**config.mk**
```make
export PLATFORM = sky130hd
export DESIGN_NAME = stse_scale
export DESIGN_NICKNAME = d
export VERILOG_FILES = /design/src/rtl/keyed_sine_tone_envelope_macros.svh /design/src/rtl/stse_pkg.sv /design/src/rtl/stse_scale.sv
export SDC_FILE = /design/constraint.sdc
export NUM_CORES = 1
export LEC_CHECK = 0
export BUFFER_PORTS_ARGS = -buffer_cell sky130_fd_sc_hd__buf_2
export CAP_MARGIN = 0
export CORE_MARGIN = 3
export CORE_UTILIZATION = 55
export DETAILED_ROUTE_END_ITERATION = 7
export HOLD_SLACK_MARGIN = 0.06
export PLACE_DENSITY = 0.74
export SYNTH_ARGS = -nofsm -noshare
export SYNTH_HDL_FRONTEND = slang
export SYNTH_SLANG_ARGS = --single-unit
```
**constraint.sdc**
```tcl
create_clock -name clk -period 10.9 [get_ports clk]
set_clock_uncertainty 0.1 [all_clocks]
set_input_delay 3.27 -clock clk [delete_from_list [all_inputs] [get_ports clk]]
set_output_delay 3.27 -clock clk [all_outputs]
set_load 0.02 [all_outputs]
```
**src/rtl/keyed_sine_tone_envelope_macros.svh**
```systemverilog
// Assertion macros for the keyed sine tone envelope block.
// Included by files that carry concurrent checks; no other dependencies.
`ifndef KEYED_SINE_TONE_ENVELOPE_MACROS_SVH
`define KEYED_SINE_TONE_ENVELOPE_MACROS_SVH

// same-cycle implication, disabled while reset is asserted
`define STSE_ASSERT_IMPLY(label, clk, rst_n, ante, cons, msg) \
	label: assert property (@(posedge clk) disable iff (!rst_n) (ante) |-> (cons)) \
		else $error(msg);

// next-cycle implication, disabled while reset is asserted
`define STSE_ASSERT_NEXT(label, clk, rst_n, ante, cons, msg) \
	label: assert property (@(posedge clk) disable iff (!rst_n) (ante) |=> (cons)) \
		else $error(msg);

`endif

```
**src/rtl/stse_pkg.sv**
```systemverilog
// Shared constants, types and tables for the keyed sine tone envelope.
// No dependencies; imported by every module of the block except stse_ram.
package stse_pkg;

	localparam int PHASE_BITS     = 32;
	localparam int SINE_ADDR_BITS = 10;
	localparam int SAMPLE_BITS    = 16;

	localparam int TABLE_LEN  = 1 << SINE_ADDR_BITS;
	localparam int MAG_BITS   = SAMPLE_BITS - 1;
	localparam int AMP_BITS   = 16;
	localparam int STEP_BITS  = 32;
	localparam int CFG_IDX_BITS  = 2;
	localparam int CFG_DATA_BITS = 32;

	localparam logic [MAG_BITS-1:0]    SAMPLE_MAX = {MAG_BITS{1'b1}};
	localparam logic [SAMPLE_BITS-1:0] SAMPLE_MIN = {1'b1, {MAG_BITS{1'b0}}};
	localparam logic [AMP_BITS-1:0]    FULL_SCALE = 16'd32768;

	localparam logic [STEP_BITS-1:0] PHASE_STEP_RST = 32'd53687091;
	localparam logic [AMP_BITS-1:0]  VOLUME_RST     = 16'd16384;
	localparam logic [AMP_BITS-1:0]  RAMP_STEP_RST  = 16'd114;

	typedef enum logic [CFG_IDX_BITS-1:0] {
		REG_PHASE_STEP = 2'd0,
		REG_VOLUME     = 2'd1,
		REG_RAMP_STEP  = 2'd2
	} cfg_reg_t;

	// table build: Q30 Taylor series of sin, terms to x^15
	localparam logic [30:0] HALF_PI_Q30  = 31'd1686629713;
	localparam int          TAYLOR_TERMS = 7;
	localparam int          TERM_IDX_BITS = 3;
	localparam int          SCALE_BITS   = 32 + SAMPLE_BITS;
	localparam logic [SCALE_BITS-1:0] ROUND_Q30 = SCALE_BITS'(1) << 29;
	localparam logic [33:0] RCP_SCALE = 34'd1 << 33;

	localparam logic [7:0] TAYLOR_DIV [TAYLOR_TERMS] = '{
		8'd6, 8'd20, 8'd42, 8'd72, 8'd110, 8'd156, 8'd210
	};
	localparam logic [30:0] TAYLOR_RCP [TAYLOR_TERMS] = '{
		31'(RCP_SCALE / 6),   31'(RCP_SCALE / 20),  31'(RCP_SCALE / 42),
		31'(RCP_SCALE / 72),  31'(RCP_SCALE / 110), 31'(RCP_SCALE / 156),
		31'(RCP_SCALE / 210)
	};

	typedef enum logic [3:0] {
		FL_X,
		FL_X2,
		FL_MUL,
		FL_RCP,
		FL_COR,
		FL_DIFF,
		FL_SCALE,
		FL_WRITE,
		FL_DONE
	} fill_state_t;

	typedef struct packed {
		logic [STEP_BITS-1:0] phase_step;
		logic [AMP_BITS-1:0]  volume;
		logic [AMP_BITS-1:0]  ramp_step;
	} cfg_t;

	typedef struct packed {
		logic                      en;
		logic [SINE_ADDR_BITS-1:0] addr;
		logic [MAG_BITS-1:0]       data;
	} tbl_wr_t;

	typedef struct packed {
		logic accept;
		logic load_out;
	} pipe_ctl_t;

endpackage

```
**src/rtl/stse_scale.sv**
```systemverilog
// Sine magnitude times amplitude, sign and output register.
// Depends on stse_pkg; reads the registered sine table data.
module stse_scale (
	input  logic                              clk,
	input  stse_pkg::pipe_ctl_t               ctl,
	input  logic [stse_pkg::MAG_BITS-1:0]     rd_data,
	input  logic                              neg,
	input  logic [stse_pkg::AMP_BITS-1:0]     amp_next,
	output logic signed [stse_pkg::SAMPLE_BITS-1:0] sample,
	output logic [stse_pkg::AMP_BITS-1:0]     level
);
	import stse_pkg::*;

	logic [AMP_BITS-1:0]          amp_s1;
	logic                         neg_s1;
	logic [MAG_BITS+AMP_BITS-1:0] prod;
	logic [SAMPLE_BITS-1:0]       mag;

	assign prod = rd_data * amp_s1;
	assign mag  = {1'b0, prod[15 +: MAG_BITS]};

	always_ff @(posedge clk) begin
		if (ctl.accept) begin
			amp_s1 <= amp_next;
			neg_s1 <= neg;
		end
		if (ctl.load_out) begin
			sample <= neg_s1 ? -mag : mag;
			level  <= amp_s1;
		end
	end

endmodule

```
==> reports/results.txt <==
Fin. Hold Viols - 0
Final setup fails - 0
Final Non-Filler Cells - 1248
Max Used Layer - met4
Cell variety after synth - 52
Slew @ Worst Pin - 752 ps
Largest net degree at the start of global routing - 33
Total Die Area - 0.0190 sq mm
Number of routed nets with antenna violations - 0
Crit-path max cell delay - 530 ps
Max clock buf depth - 2
Initial antenna violation count - 0
Synth warnings - 0
DIE WIDTH - 138 um
DR vias - 6760
Postcts setup bufs - 0
FFs w/ async S/R, synth - 0%
WL met2 - 11000 um
Critical-path top delay cell - fa_1
Max H-tree Level - 2
Vias per cell - 5.42
Critical path required time - 10840 ps
Area contributors post-synth - fa_1 37%, edfxtp_1 15%, ha_1 12%
Crit path kind - in -> reg
CP endpoint kind - flip-flop
Post-CTS sizing - 0
FF+latch count, synth - 49
First-pass GRT wire length - 35000 um
PortBufs - 66
# placed instances - 1240
CTS Sinks - 49
Root buf cell - clkbuf_16
Final Hold Slack - 795 ps
EDFF count, synth - 49
Hold Path Class - reg -> reg
CP arrival - 9710 ps
Fin Setup TNS - 0 ps
Final min period - 9780 ps
Num CTS Buffers - 5
Post-synth top cells - 213 x inv_1, 178 x fa_1, 133 x and2_1, 128 x nand2_1, 89 x ha_1
Final core utilization - 60.6%
Drt pass-1 iters - 5
FP Rows - 47
Outcome - finished clean
Area share of the largest cell type after synthesis - 37.3%
Count leader, synth - inv_1
Share of cells above drive strength 1 - 8.37%
Post-Syn Area - 0.00955 sq mm
Avg WL per Cell - 16.4 um
Hold-fix buffers at CTS - 0
WL met3 - 682 um
Post-DP HPWL - 16600 um
First-iteration detailed-routing DRC count - 428
Core Area - 0.0168 sq mm
Ports - 67
Register area share after synthesis - 15.4%
Gr usage total - 23.4%
DRT Wirelength - 20500 um
CTS tree - built
CTS clk-pin slew, worst paths - 60 ps
Syn avg cell area - 9.62 sq um
Synth-to-layout area growth - 6.42%
Wl on met1 - 8490 um
Vias in the first global route - 7197
Clock Latency Late Sink - 290 ps
Synthesized Nets - 1294
Cells after Synth - 992
Starting Density - 57.0%
Max-cap violations - 0
F_max - 0.102 GHz
Leading area contributor after synthesis - fa_1
Slew HR - 49.8%
Critical Path Most Common Cell - fa_1
Fin crit share - 89.7%
Nets@finish - 1329
Ys flop type - edfxtp_1
Drt drc - 0
Crit path launch type - input pin
Slew Viols, Final - 0
Critical Path Fanout Max - 15
Fillers - 1455
DIE HEIGHT - 138 um
Antenna cells - 0
Cells along the critical path - buf_2, and2_1, fa_1, inv_1, fa_1, inv_1, fa_1, fa_1, fa_1, inv_1, fa_1, inv_1, ha_1, a21oi_1, o211ai_1, a211oi_2, a21oi_2, or4_4, a221o_1, or3b_4, o41a_1
RSZ-0062 raised after global routing - no
Overflow left after global routing - 0
Gpl congestion - 0.899
worst max-delay path: cells and delay by family:
family | cells | cell delay (ps)
and+or+nand+nor | 3 | 1060
adders and majority gates | 7 | 3330
AOI/OAI and AO/OA | 6 | 1590
buffers and inverters | 5 | 430
registers in the layout, indices dropped and copies added (netlist names):
register	flops
amp_s1	16
level	16
neg_s1	1
sample	16
layer usage:
metal	up-vias	track usage [%]
met3	27	2.37
met1	3485	30.3
met5	-	0
li1	3099	-
met4	0	4.12
met2	149	43.0
cell usage in the layout (no fill, tap or decap), types with 3 or more instances in the layout:
cell type	instances
nor2_1	13
and2_1	133
a21oi_2	3
fa_1	178
clkbuf_16	5
nand2b_1	6
xor2_1	9
buf_2	66
edfxtp_1	49
o21a_1	4
ha_1	89
o211ai_1	5
o21ai_1	5
xnor2_1	20
o21ai_0	14
nand2_1	128
or3_1	3
nor3_1	5
a21oi_1	21
a211oi_1	3
nand3_1	4
a21o_1	9
nand4_1	7
inv_1	213
cell families (layout without fill, tap and decap cells):
| kind of cell | count (synthesis) | after routing | synth area share (%) |
|---|---|---|---|
| AO/OA/AOI/OAI | 84 | 84 | 5.96 |
| XOR/XNOR | 29 | 29 | 2.66 |
| adder cells (fa/ha/maj) | 267 | 267 | 49.0 |
| buffers and inverters | 252 | 288 | 10.2 |
| flip-flops | 49 | 49 | 15.4 |
| multiplexers | 1 | 1 | 0.105 |
| AND/OR/NAND/NOR | 310 | 310 | 16.7 |
per-stage QoR:
step | setup WS (ps) | area, sq um
floorplan | 1220 | 9550
global placement | 945 | 9990
detailed placement | 882 | 9990
CTS | 1160 | 10200
global route | 841 | 10200
finish | 1120 | 10200
layout make-up:
cell class                      instances  area, sq um  area share [%]
Clock buffer                            5          125            1.23
Clock inverter                          3         46.3           0.456
Inverter                              213          800            7.87
Multi-Input combinational cell        691         7110            69.9
Sequential cell                        49         1470            14.5
Tap cell                              220          275            2.71
Timing Repair Buffer                   67          338            3.32
path summary, 6_finish.rpt:
path / startpoint / to / slack (ps) / cells after the start
min: neg_s1 / sample[1] / 800 / 2
min reg2reg: neg_s1 / sample[1] / 800 / 2
max reg2reg: amp_s1[11] / sample[15] / 3540 / 20
max: rd_data[0] / sample[15] / 1120 / 21
Power is left out: the tool's default activity adds up to more than one toggle a clock period on the data nets, which glitch-free logic cannot reach.
