<file path="src/rtl/keyed_sine_tone_envelope_macros.svh">
// Assertion macros for the keyed sine tone envelope block.
// Included by files that carry concurrent checks; no other dependencies.
`ifndef KEYED_SINE_TONE_ENVELOPE_MACROS_SVH
`define KEYED_SINE_TONE_ENVELOPE_MACROS_SVH

// same-cycle implication, disabled while reset is asserted
`define STSE_ASSERT_IMPLY(label, clk, rst_n, ante, cons, msg) \
	label: assert property (@(posedge clk) disable iff (!rst_n) (ante) |-> (cons)) \
		else $error(msg);

// next-cycle implication, disabled while reset is asserted
`define STSE_ASSERT_NEXT(label, clk, rst_n, ante, cons, msg) \
	label: assert property (@(posedge clk) disable iff (!rst_n) (ante) |=> (cons)) \
		else $error(msg);

`endif

</file>
<file path="src/rtl/stse_pkg.sv">
// Shared constants, types and tables for the keyed sine tone envelope.
// No dependencies; imported by every module of the block except stse_ram.
package stse_pkg;

	localparam int PHASE_BITS     = 32;
	localparam int SINE_ADDR_BITS = 10;
	localparam int SAMPLE_BITS    = 16;

	localparam int TABLE_LEN  = 1 << SINE_ADDR_BITS;
	localparam int MAG_BITS   = SAMPLE_BITS - 1;
	localparam int AMP_BITS   = 16;
	localparam int STEP_BITS  = 32;
	localparam int CFG_IDX_BITS  = 2;
	localparam int CFG_DATA_BITS = 32;

	localparam logic [MAG_BITS-1:0]    SAMPLE_MAX = {MAG_BITS{1'b1}};
	localparam logic [SAMPLE_BITS-1:0] SAMPLE_MIN = {1'b1, {MAG_BITS{1'b0}}};
	localparam logic [AMP_BITS-1:0]    FULL_SCALE = 16'd32768;

	localparam logic [STEP_BITS-1:0] PHASE_STEP_RST = 32'd53687091;
	localparam logic [AMP_BITS-1:0]  VOLUME_RST     = 16'd16384;
	localparam logic [AMP_BITS-1:0]  RAMP_STEP_RST  = 16'd114;

	typedef enum logic [CFG_IDX_BITS-1:0] {
		REG_PHASE_STEP = 2'd0,
		REG_VOLUME     = 2'd1,
		REG_RAMP_STEP  = 2'd2
	} cfg_reg_t;

	// table build: Q30 Taylor series of sin, terms to x^15
	localparam logic [30:0] HALF_PI_Q30  = 31'd1686629713;
	localparam int          TAYLOR_TERMS = 7;
	localparam int          TERM_IDX_BITS = 3;
	localparam int          SCALE_BITS   = 32 + SAMPLE_BITS;
	localparam logic [SCALE_BITS-1:0] ROUND_Q30 = SCALE_BITS'(1) << 29;
	localparam logic [33:0] RCP_SCALE = 34'd1 << 33;

	localparam logic [7:0] TAYLOR_DIV [TAYLOR_TERMS] = '{
		8'd6, 8'd20, 8'd42, 8'd72, 8'd110, 8'd156, 8'd210
	};
	localparam logic [30:0] TAYLOR_RCP [TAYLOR_TERMS] = '{
		31'(RCP_SCALE / 6),   31'(RCP_SCALE / 20),  31'(RCP_SCALE / 42),
		31'(RCP_SCALE / 72),  31'(RCP_SCALE / 110), 31'(RCP_SCALE / 156),
		31'(RCP_SCALE / 210)
	};

	typedef enum logic [3:0] {
		FL_X,
		FL_X2,
		FL_MUL,
		FL_RCP,
		FL_COR,
		FL_DIFF,
		FL_SCALE,
		FL_WRITE,
		FL_DONE
	} fill_state_t;

	typedef struct packed {
		logic [STEP_BITS-1:0] phase_step;
		logic [AMP_BITS-1:0]  volume;
		logic [AMP_BITS-1:0]  ramp_step;
	} cfg_t;

	typedef struct packed {
		logic                      en;
		logic [SINE_ADDR_BITS-1:0] addr;
		logic [MAG_BITS-1:0]       data;
	} tbl_wr_t;

	typedef struct packed {
		logic accept;
		logic load_out;
	} pipe_ctl_t;

endpackage

</file>
<file path="src/rtl/stse_envelope.sv">
// Amplitude ramp and phase accumulator state, sine table address generation.
// Depends on stse_pkg.
module stse_envelope (
	input  logic                              clk,
	input  logic                              arst_n,
	input  logic                              accept,
	input  logic                              key_down,
	input  stse_pkg::cfg_t                    cfg,
	output logic [stse_pkg::SINE_ADDR_BITS-1:0] rd_addr,
	output logic                              neg,
	output logic [stse_pkg::AMP_BITS-1:0]     amp_next
);
	import stse_pkg::*;

	logic [AMP_BITS-1:0]   amp_q;
	logic [PHASE_BITS-1:0] phase_q;

	logic [AMP_BITS-1:0]       vol;
	logic [AMP_BITS-1:0]       target;
	logic [AMP_BITS:0]         up;
	logic [AMP_BITS-1:0]       gap;
	logic [1:0]                quad;
	logic [SINE_ADDR_BITS-1:0] addr;

	assign vol    = (cfg.volume > FULL_SCALE) ? FULL_SCALE : cfg.volume;
	assign target = key_down ? vol : '0;
	assign up     = {1'b0, amp_q} + {1'b0, cfg.ramp_step};
	assign gap    = amp_q - target;
	assign quad   = phase_q[PHASE_BITS-1 -: 2];
	assign addr   = phase_q[PHASE_BITS-3 -: SINE_ADDR_BITS];

	always_comb begin
		if (amp_q < target) begin
			amp_next = (up > {1'b0, target}) ? target : up[AMP_BITS-1:0];
		end else if (amp_q > target) begin
			amp_next = (gap > cfg.ramp_step) ? amp_q - cfg.ramp_step : target;
		end else begin
			amp_next = amp_q;
		end
	end

	assign rd_addr = quad[0] ? ~addr : addr;
	assign neg     = quad[1];

	always_ff @(posedge clk or negedge arst_n) begin
		if (!arst_n) begin
			amp_q   <= '0;
			phase_q <= '0;
		end else if (accept) begin
			amp_q <= amp_next;
			if (amp_next != '0) begin
				phase_q <= phase_q + PHASE_BITS'(cfg.phase_step);
			end
		end
	end

endmodule

</file>
<file path="config.mk">
export PLATFORM = sky130hd
export DESIGN_NAME = stse_envelope
export DESIGN_NICKNAME = d
export VERILOG_FILES = /design/src/rtl/keyed_sine_tone_envelope_macros.svh /design/src/rtl/stse_pkg.sv /design/src/rtl/stse_envelope.sv
export SDC_FILE = /design/constraint.sdc
export NUM_CORES = 1
export LEC_CHECK = 0
export CORE_ASPECT_RATIO = 0.8
export CORE_MARGIN = 2
export CORE_UTILIZATION = 60
export CTS_CLUSTER_SIZE = 20
export DETAILED_ROUTE_END_ITERATION = 8
export DONT_BUFFER_PORTS = 1
export PLACE_DENSITY_LB_ADDON = 0.1
export SLEW_MARGIN = 20
export SYNTH_ARGS = -nofsm -noshare
export SYNTH_HDL_FRONTEND = slang
export SYNTH_SLANG_ARGS = --single-unit
</file>
<file path="constraint.sdc">
create_clock -name clk -period 18.67 [get_ports clk]
set_input_delay 3.734 -clock clk [delete_from_list [all_inputs] [get_ports clk]]
set_output_delay 3.734 -clock clk [all_outputs]
set_load 0.005 [all_outputs]
</file>
==> flow_summary_export.csv, run 1 <==
group,metric,value,unit
cts,hold_buffers,0,
cts,cts_buffers,5,
global_route,grt_first_pass_wirelength,32690,um
synth,synth_flop_cell,"dfrtp_1",
power,total_leakage_power,3.361,nW
power,switchingPower,0.9013,mW
cts,root_buffer,"clkbuf_16",
power,power.density,226.0,nW/um2
detailed_routing,wire_per_inst,20.42,um
final_layout,mostFrequentLayoutCell,"ha_1",
floorplanning,ios,95,
power,p_sw_share,54.84,%
cts,cts_setup_buffers,0,
final_layout,n_antenna_cell,0,
floorplanning,core,11470,um2
final_layout,drive_gt1_share,5.190,%
detailed_routing,m1WireLength,9053,um
setup_path,cp-startpoint,"cfg[16]",
setup_path,critPathRequiredTime,14.94,ns
setup_path,cp_top_family,"compound AO/OA/AOI/OAI gates",
power,total_power,1.643,mW
synth,synth_top_area_share,19.57,%
sta,slew_viol_final,0,
global_route,groute.usage.overall,32.44,%
setup_path,cp_slowest_cell,"nor2_2",
setup_path,cp_common_cell,"a21boi_0",
placement,io_buffers,0,
synth,synth_warnings,0,
sta,period_share,75.53,%
setup_path,slowest_delay,0.69,ns
floorplanning,num_rows,35,
setup_path,cp_max_fo,17,
power,p_clk_share,5.9,%
cts,h-tree-depth,2,
floorplanning,die_area,12610,um2
synth,synth_enable_flop_cells,0,
cts,cts.clk_slew.worst_paths,0.06,ns
power,p_int,0.7421,mW
synth,syn_area_per_cell,7.939,um2
floorplanning,die_h,100.8,um
floorplanning,floorplan.initialDensity,61.31,%
global_route,grt_overflow,0,
cts,cts_resized,0,
detailed_routing,ant_nets,0,
sta,worst_pin_slew,0.8439,ns
global_route,antenna_found_initial,0,
sta,rsz0062_at_grt,"false",
detailed_routing,via_per_inst,6.494,
synth,synth_cells,886,
placement,hpwl,16680,um
global_route,grt_max_degree,58,
synth,synthArstFlopShare,100.0,%
detailed_routing,num_vias,6591,
detailed_routing,dr.pass1.iters,5,
synth,syn-num-nets,1068,
setup_path,reg2reg_from,"amp_q[2]",
synth,ys_seq_area_share,17.08,%
final_layout,area_growth,3.362,%
synth,yosys-top-cells-area,"ha_1, dfrtp_1, xnor2_1",
detailed_routing,dr_wl_met2,9007,um
detailed_routing,first_iter_violations,500,
cts,cts_buffer_depth,2,
detailed_routing,met3_length,2233,um
cts,clock_latency,0.30,ns
sta,period_minus_slack,14.10,ns
final_layout,nNetsFinal,1048,
final_layout,layout_common_cells,"ha_1, nand2_1, a21oi_1",
detailed_routing,wirelength,20720,um
synth,synth_top_cell_by_area,"ha_1",
sta,setup_viol,0,
synth,synth_cell_types,79,
detailed_routing,dr.max_layer_used,"met4",
final_layout,final_core_util,63.37,%
run,maxCapViolCount,0,
setup_path,crit_type,"in -> out",
hold_path,holdCritPathClass,"reg -> reg",
setup_path,worstSetupStartpointType,"primary input",
global_route,grt_pass1_vias,6287,
cts,cts_tree,"yes",
sta,fin_skew,0.01219,ns
power,peakVddDrop,0.1038,mV
hold_path,min_from,"phase_q[15]",
placement,place.gp.congestion,0.9550,
synth,netlist_area,7034,um2
floorplanning,die_w,125.1,um
synth,synth_seq_cells,48,
power,p_comb_share,81.2,%
setup_path,path_buf_inv,1,
run_status,outcome,"complete, no violations",
sta,finalHoldViolCount,0,
power,p_seq_share,12.9,%
sta,setup-tns-final,0,ns
sta,relSlewSlack,43.58,%
detailed_routing,drc,0,
cts,clock_sinks,48,
sta,fmax,70.92,MHz
setup_path,end_kind,"output port",
setup_path,critPathArrivalTime,10.37,ns
[power groups by stage]
stage / Clock (mW) / Sequential (mW) / Combinational, mW
after floorplan: 0 / 0.191 / 1.00
after global placement: 0 / 0.210 / 1.26
after detailed placement: 0 / 0.214 / 1.29
after CTS: 0.0999 / 0.212 / 1.30
after global routing: 0.103 / 0.220 / 1.46
final: 0.0967 / 0.213 / 1.33
[through the flow]
step,hold WS (ns),instance area (um2),worst slack (ns),std cells
2_1_floorplan,0.4512,7034,5.826,886
3_3_place_gp,0.4648,7107,4.978,1006
3_5_place_dp,0.4812,7109,4.856,1006
4_1_cts,0.4961,7263,4.835,1014
5_1_grt,0.5194,7271,4.194,1015
6_report,0.4905,7271,4.569,1015
[path summary, 6_finish.rpt]
kind | endpoint | slack, ns | cells past startpoint
max | amp_next[15] | 4.57 | 26
min | phase_q[15] | 0.49 | 2
max reg2reg | phase_q[25] | 11.02 | 20
min reg2reg | phase_q[15] | 0.49 | 2
max in group asynchronous | amp_q[3] | 15.45 | 0
min in group asynchronous | phase_q[21] | 3.12 | 0
[sequential cells by signal, indices dropped and copies added (netlist names)]
name / flops
phase_q: 32
amp_q: 16
[metal layers]
layer / global-route usage, % / vias up
met1: 44.40 / 3044
met3: 9.448 / 31
met2: 51.13 / 303
met5: 0 / -
li1: - / 3213
met4: 7.350 / 0
[Yosys cell counts, drive strengths merged, types with 4 or more instances]
master,count
and3,8
mux2i,4
nor4,6
a211o,6
or3,5
nand2,84
or4,5
a31oi,11
fa,4
ha,110
nor3,18
a21oi,76
o31ai,6
a21o,26
nand2b,16
o211ai,12
o21a,8
xnor2,45
inv,50
o21ai,66
xor2,28
o22ai,4
buf,12
o21bai,4
nand3,23
a21boi,4
dfrtp,48
clkbuf,20
mux2,20
nand4,12
nor2b,12
nor2,62
a211oi,15
[logic make-up (layout without fill, tap and decap cells)]
logic type               Yosys count  after routing  share of synthesized area, %
flip-flops                        48             48                         17.08
multiplexers                      24             24                         3.771
XOR/XNOR                          73             73                         9.089
adder cells (fa/ha/maj)          114            114                         20.70
buffers and inverters             82             63                         4.856
AO/OA/AOI/OAI                    280            280                         26.25
AND/OR/NAND/NOR                  265            265                         18.25
[worst register-to-register path, delay by kind of cell (launching register included)]
family,cells,cell delay [ns]
AOI/OAI and AO/OA,10,3.42
and+or+nand+nor,4,1.42
buffers and inverters,2,0.89
adders and majority gates,2,0.80
DFF,1,0.47
muxes,1,0.39
xor gates and xnor gates,1,0.16
[layout make-up]
cell class / count / area [um2]
multi-input combinational: 756 / 5505
clock buffer: 6 / 138.9
sequential: 48 / 1201
fill: 1020 / 4203
tap: 148 / 185.2
inverter: 50 / 187.7
clock inverter: 2 / 15.01
timing repair buffer: 5 / 37.54
Power figures use the tool's default switching activity.
==> inputs of run 2 (changes only) <==
==> constraint.sdc (replaced) <==
create_clock -name clk -period 11.8 [get_ports clk]
set_input_delay 2.36 -clock clk [delete_from_list [all_inputs] [get_ports clk]]
set_output_delay 2.36 -clock clk [all_outputs]
set_load 0.005 [all_outputs]
==> flow_summary_export.csv, run 2 (synthesis results as in run 1) <==
group,metric,value,unit
final_layout,num-fill-cells,1059,
floorplanning,num_rows,35,
final_layout,multi_input_area,5503,um2
global_route,groute.usage.overall,33.73,%
cts,cts_buffer_depth,2,
sta,fmax,88.77,MHz
placement,io_buffers,0,
setup_path,cp_top_family,"compound AO/OA/AOI/OAI gates",
detailed_routing,first_iter_violations,643,
floorplanning,die_w,125.1,um
cts,root_buffer,"clkbuf_16",
final_layout,fin_cells,1018,
placement,dp_cells,1009,
global_route,grt_overflow,0,
cts,cts_tree,"yes",
setup_path,end_kind,"output port",
final_layout,largest_reg_flops,32,
floorplanning,die_area,12610,um2
sta,relSlewSlack,39.24,%
placement,placed_area,7142,um2
sta,slew_viol_final,0,
power,power.density,361.7,nW/um2
floorplanning,floorplan.initialDensity,61.31,%
power,total_leakage_power,3.398,nW
setup_path,critPathArrivalTime,8.90,ns
global_route,grt_pass1_vias,6528,
sta,fin_skew,0.008652,ns
cts,h-tree-depth,2,
detailed_routing,wirelength,21320,um
detailed_routing,dr.pass1.iters,6,
final_layout,area_growth,4.162,%
setup_path,critPathRequiredTime,9.44,ns
cts,cts_buffers,5,
detailed_routing,ant_nets,0,
cts,cts_resized,0,
final_layout,postLayoutCellArea,7327,um2
placement,place.gp.congestion,0.9774,
final_layout,reg.largest.list,"phase_q x32, amp_q x16",
final_layout,mostFrequentLayoutCell,"ha_1",
sta,finalHoldViolCount,0,
final_layout,layout_common_cells,"ha_1, nand2_1, a21oi_1",
final_layout,drive_gt1_share,5.402,%
setup_path,cp_common_cell,"a21boi_0",
detailed_routing,wire_per_inst,20.94,um
run,maxCapViolCount,0,
detailed_routing,drc,0,
global_route,grt_max_degree,58,
setup_path,crit_type,"in -> out",
final_layout,final_core_util,63.86,%
detailed_routing,via_per_inst,6.709,
setup_path,worstSetupStartpointType,"primary input",
sta,period_minus_slack,11.26,ns
final_layout,nNetsFinal,1051,
placement,hpwl,17030,um
cts,clock_sinks,48,
setup_path,cp_max_fo,12,
sta,setup-tns-final,0,ns
setup_path,cp_slowest_cell,"nor4_1",
global_route,grt_first_pass_wirelength,34200,um
floorplanning,die_h,100.8,um
cts,cts.clk_slew.worst_paths,0.07,ns
final_layout,top_register,"phase_q",
final_layout,final-seq-area,1201,um2
cts,cts_setup_buffers,0,
sta,rsz0062_at_grt,"false",
hold_path,holdCritPathClass,"reg -> reg",
sta,setup_viol,0,
setup_path,slowest_delay,0.53,ns
sta,worst_pin_slew,0.9000,ns
power,total_power,2.650,mW
final_layout,n_antenna_cell,0,
global_route,antenna_found_initial,1,
floorplanning,ios,95,
cts,hold_buffers,0,
detailed_routing,num_vias,6830,
run_status,outcome,"complete, no violations",
floorplanning,core,11470,um2
sta,period_share,95.46,%
cts,clock_latency,0.30,ns
power,peakVddDrop,0.1526,mV
setup_path,path_buf_inv,2,
run 2: cell count changes in the layout (fill, tap and decap cells not counted), sizes merged:
cell      previous run  this run
clkinv               0         1
buf                  4         8
clkbuf               7         6
bufinv               0         1
clkinvlp             2         0
run 2: report_power, final:
group,total [mW],switching (mW),internal [mW]
clock,0.179,0.0721,0.107
sequential,0.336,0.0879,0.248
combinational,2.14,1.29,0.849
run 2: worst paths after layout:
path | start | to | slack, ns | depth (start not counted)
setup / recovery | cfg[19] | amp_next[15] | 0.54 | 27
hold / removal | phase_q[8] | phase_q[8] | 0.50 | 2
setup reg to reg | amp_q[1] | phase_q[24] | 4.24 | 25
hold reg to reg | phase_q[8] | phase_q[8] | 0.50 | 2
max in group asynchronous | arst_n | amp_q[7] | 9.95 | 0
min in group asynchronous | arst_n | phase_q[28] | 1.75 | 0
run 2: final cells by class:
| class | count | share of cell area [%] |
|---|---|---|
| clock buffers | 6 | 1.895 |
| multi-input cells | 756 | 75.10 |
| clock inverters | 2 | 0.5294 |
| well taps | 148 | 2.527 |
| repair buffers | 8 | 0.9904 |
| flip-flops and latches | 48 | 16.39 |
| inverters | 50 | 2.561 |
run 2: worst reg2reg max path: cells and delay by family, from the launching register on:
kind | cells | cell delay, ns
multiplexers | 1 | 0.37
AO/OA/AOI/OAI | 14 | 3.61
flip-flops | 1 | 0.47
buffers and inverters | 1 | 0.29
adder cells (fa/ha/maj) | 2 | 0.64
XOR/XNOR | 1 | 0.10
AND/OR/NAND/NOR | 6 | 1.98
run 2: metal layers:
metal / track usage [%] / up-vias / part of all wire (%)
met5: 0 / - / 0
met4: 8.120 / 0 / 2.1
met3: 9.289 / 33 / 11
met2: 52.38 / 355 / 43
met1: 46.92 / 3218 / 44
li1: - / 3224 / -
run 2: metrics by stage:
step	worst slack, ns	hold slack [ns]
finish	0.5355	0.4966
global route	0.04423	0.5160
CTS	0.7669	0.5006
detailed placement	0.7940	0.4844
global placement	0.9183	0.4639
floorplan	1.704	0.4512
==> inputs of run 3 (changes only) <==
--- a/config.mk
+++ b/config.mk
@@ -11,7 +11,7 @@
 export CTS_CLUSTER_SIZE = 20
 export DETAILED_ROUTE_END_ITERATION = 8
 export DONT_BUFFER_PORTS = 1
-export PLACE_DENSITY_LB_ADDON = 0.1
+export PLACE_DENSITY = 0.79
 export SLEW_MARGIN = 20
 export SYNTH_ARGS = -nofsm -noshare
 export SYNTH_HDL_FRONTEND = slang
==> flow_summary_export.csv, run 3 (synthesis results as in run 1) <==
group,metric,value,unit
cts,cts_tree,"yes",
floorplanning,core,11470,um2
cts,root_buffer,"clkbuf_16",
power,switchingPower,1.441,mW
floorplanning,die_w,125.1,um
sta,worst_pin_slew,0.8298,ns
setup_path,cp-startpoint,"cfg[23]",
cts,cts_buffer_depth,2,
cts,cts.clk_slew.worst_paths,0.07,ns
final_layout,area_growth,3.806,%
global_route,antenna_found_initial,0,
detailed_routing,wirelength,21440,um
final_layout,largest_reg_flops,32,
cts,cts_buffers,5,
cts,h-tree-depth,2,
cts,cts_setup_buffers,0,
power,total_leakage_power,3.378,nW
final_layout,top_register,"phase_q",
sta,slew_viol_final,0,
power,p_int,1.193,mW
setup_path,slowest_delay,0.51,ns
sta,setup-tns-final,0,ns
detailed_routing,num_vias,6743,
setup_path,critPathRequiredTime,9.44,ns
detailed_routing,drc,0,
final_layout,postLayoutCellArea,7302,um2
power,power.density,360.7,nW/um2
setup_path,cp_max_fo,11,
global_route,grt_max_degree,58,
floorplanning,ios,95,
floorplanning,die_h,100.8,um
hold_path,holdCritPathClass,"reg -> reg",
power,p_sw_share,54.70,%
detailed_routing,first_iter_violations,575,
setup_path,worstSetupStartpointType,"primary input",
final_layout,reg.largest.list,"phase_q x32, amp_q x16",
setup_path,timing.rr.end,"phase_q[25]",
floorplanning,floorplan.initialDensity,61.31,%
floorplanning,die_area,12610,um2
power,p_seq_share,12.9,%
cts,hold_buffers,0,
sta,period_minus_slack,11.24,ns
hold_path,min_to,"phase_q[14]",
cts,clock_sinks,48,
placement,hpwl,17400,um
placement,place.gp.congestion,0.9899,
power,peakVddDrop,0.1238,mV
final_layout,nNetsFinal,1049,
setup_path,critPathArrivalTime,8.88,ns
setup_path,crit_type,"in -> out",
floorplanning,num_rows,35,
run,maxCapViolCount,0,
sta,setup_viol,0,
global_route,grt_overflow,0,
power,p_clk_share,6.5,%
setup_path,cp_common_cell,"a21boi_0",
sta,period_share,95.23,%
global_route,grt_first_pass_wirelength,33880,um
final_layout,n_antenna_cell,0,
sta,fmax,88.99,MHz
sta,finalHoldViolCount,0,
sta,fin_skew,0.01114,ns
global_route,groute.usage.overall,33.76,%
cts,clock_latency,0.30,ns
setup_path,rrSetupSlack,4.25,ns
hold_path,hold_depth,2,
detailed_routing,dr.pass1.iters,5,
detailed_routing,via_per_inst,6.637,
placement,io_buffers,0,
placement,placed_area,7122,um2
setup_path,cp_slowest_cell,"or4_1",
global_route,grt_pass1_vias,6460,
sta,rsz0062_at_grt,"false",
setup_path,end_kind,"output port",
detailed_routing,wire_per_inst,21.10,um
setup_path,reg2reg_from,"amp_q[1]",
detailed_routing,ant_nets,0,
setup_path,r2r_cells,25,
final_layout,drive_gt1_share,5.415,%
final_layout,mostFrequentLayoutCell,"ha_1",
hold_path,min_from,"phase_q[14]",
final_layout,layout_common_cells,"ha_1, nand2_1, a21oi_1",
run_status,outcome,"complete, no violations",
sta,relSlewSlack,44.53,%
power,p_comb_share,80.6,%
-- run 3: cell types whose count changed in the layout (fill, tap and decap cells not counted), sizes merged --
cell | before | now
buf | 8 | 6
clkbuf | 6 | 5
clkinv | 1 | 0
clkinvlp | 0 | 1
inv | 50 | 51
-- run 3: per-layer routing --
metal  track usage (%)  wire, um
met4             9.402       524
met3             7.803      2041
met5                 0         0
met2             51.51      9142
met1             48.06      9729
-- run 3: stage by stage --
| step | util [%] | power (mW) | worst slack (ns) | cells | hold WS, ns |
|---|---|---|---|---|---|
| after CTS | 63.57 | 2.588 | 0.5207 | 1016 | 0.4984 |
| after global placement | 62.07 | 2.347 | 0.7410 | 1008 | 0.4677 |
| after detailed placement | 62.07 | 2.402 | 0.5641 | 1008 | 0.4830 |
| final | 63.64 | 2.633 | 0.5631 | 1016 | 0.4947 |
| after floorplan | - | 1.888 | 1.704 | 886 | 0.4512 |
| after global routing | 63.64 | 2.868 | 0.002524 | 1016 | 0.5147 |
-- run 3: how the worst max path moves through the flow --
| stage | to | slack (ns) | cells after the start |
|---|---|---|---|
| final | amp_next[15] | 0.56 | 27 |
| after global routing | amp_next[15] | 0.003 | 27 |
| after CTS | amp_next[15] | 0.52 | 27 |
| after detailed placement | amp_next[15] | 0.56 | 27 |
| after global placement | amp_next[15] | 0.74 | 27 |
| after floorplan | amp_next[15] | 1.70 | 27 |
-- run 3: cell type report --
type | instances | area [um2]
multi-input cells | 756 | 5512
clock inverters | 3 | 46.29
flip-flops and latches | 48 | 1201
repair buffers | 6 | 45.04
clock buffers | 5 | 125.1
inverters | 50 | 187.7
well taps | 148 | 185.2
fillers | 1053 | 4172
-- run 3: repair_timing --
action,4_1_cts,5_1_grt
gates resized for setup,0,1
hold endpoints to repair,0,0
setup endpoints to repair,0,1
-- run 3: worst max-delay path, delay by kind of cell --
family | cells | cell delay (ns)
mux | 1 | 0.05
xor+xnor | 1 | 0.09
compound gates | 11 | 2.67
fa+ha+maj | 2 | 0.61
simple gates | 11 | 2.89
buf+inv | 1 | 0.20
-- run 3: power groups by stage --
stage | registers [mW] | clock network (mW) | logic [mW]
3_3_place_gp | 0.335 | 0 | 2.01
2_1_floorplan | 0.303 | 0 | 1.59
4_1_cts | 0.339 | 0.175 | 2.07
3_5_place_dp | 0.341 | 0 | 2.06
5_1_grt | 0.351 | 0.179 | 2.34
6_report | 0.340 | 0.172 | 2.12
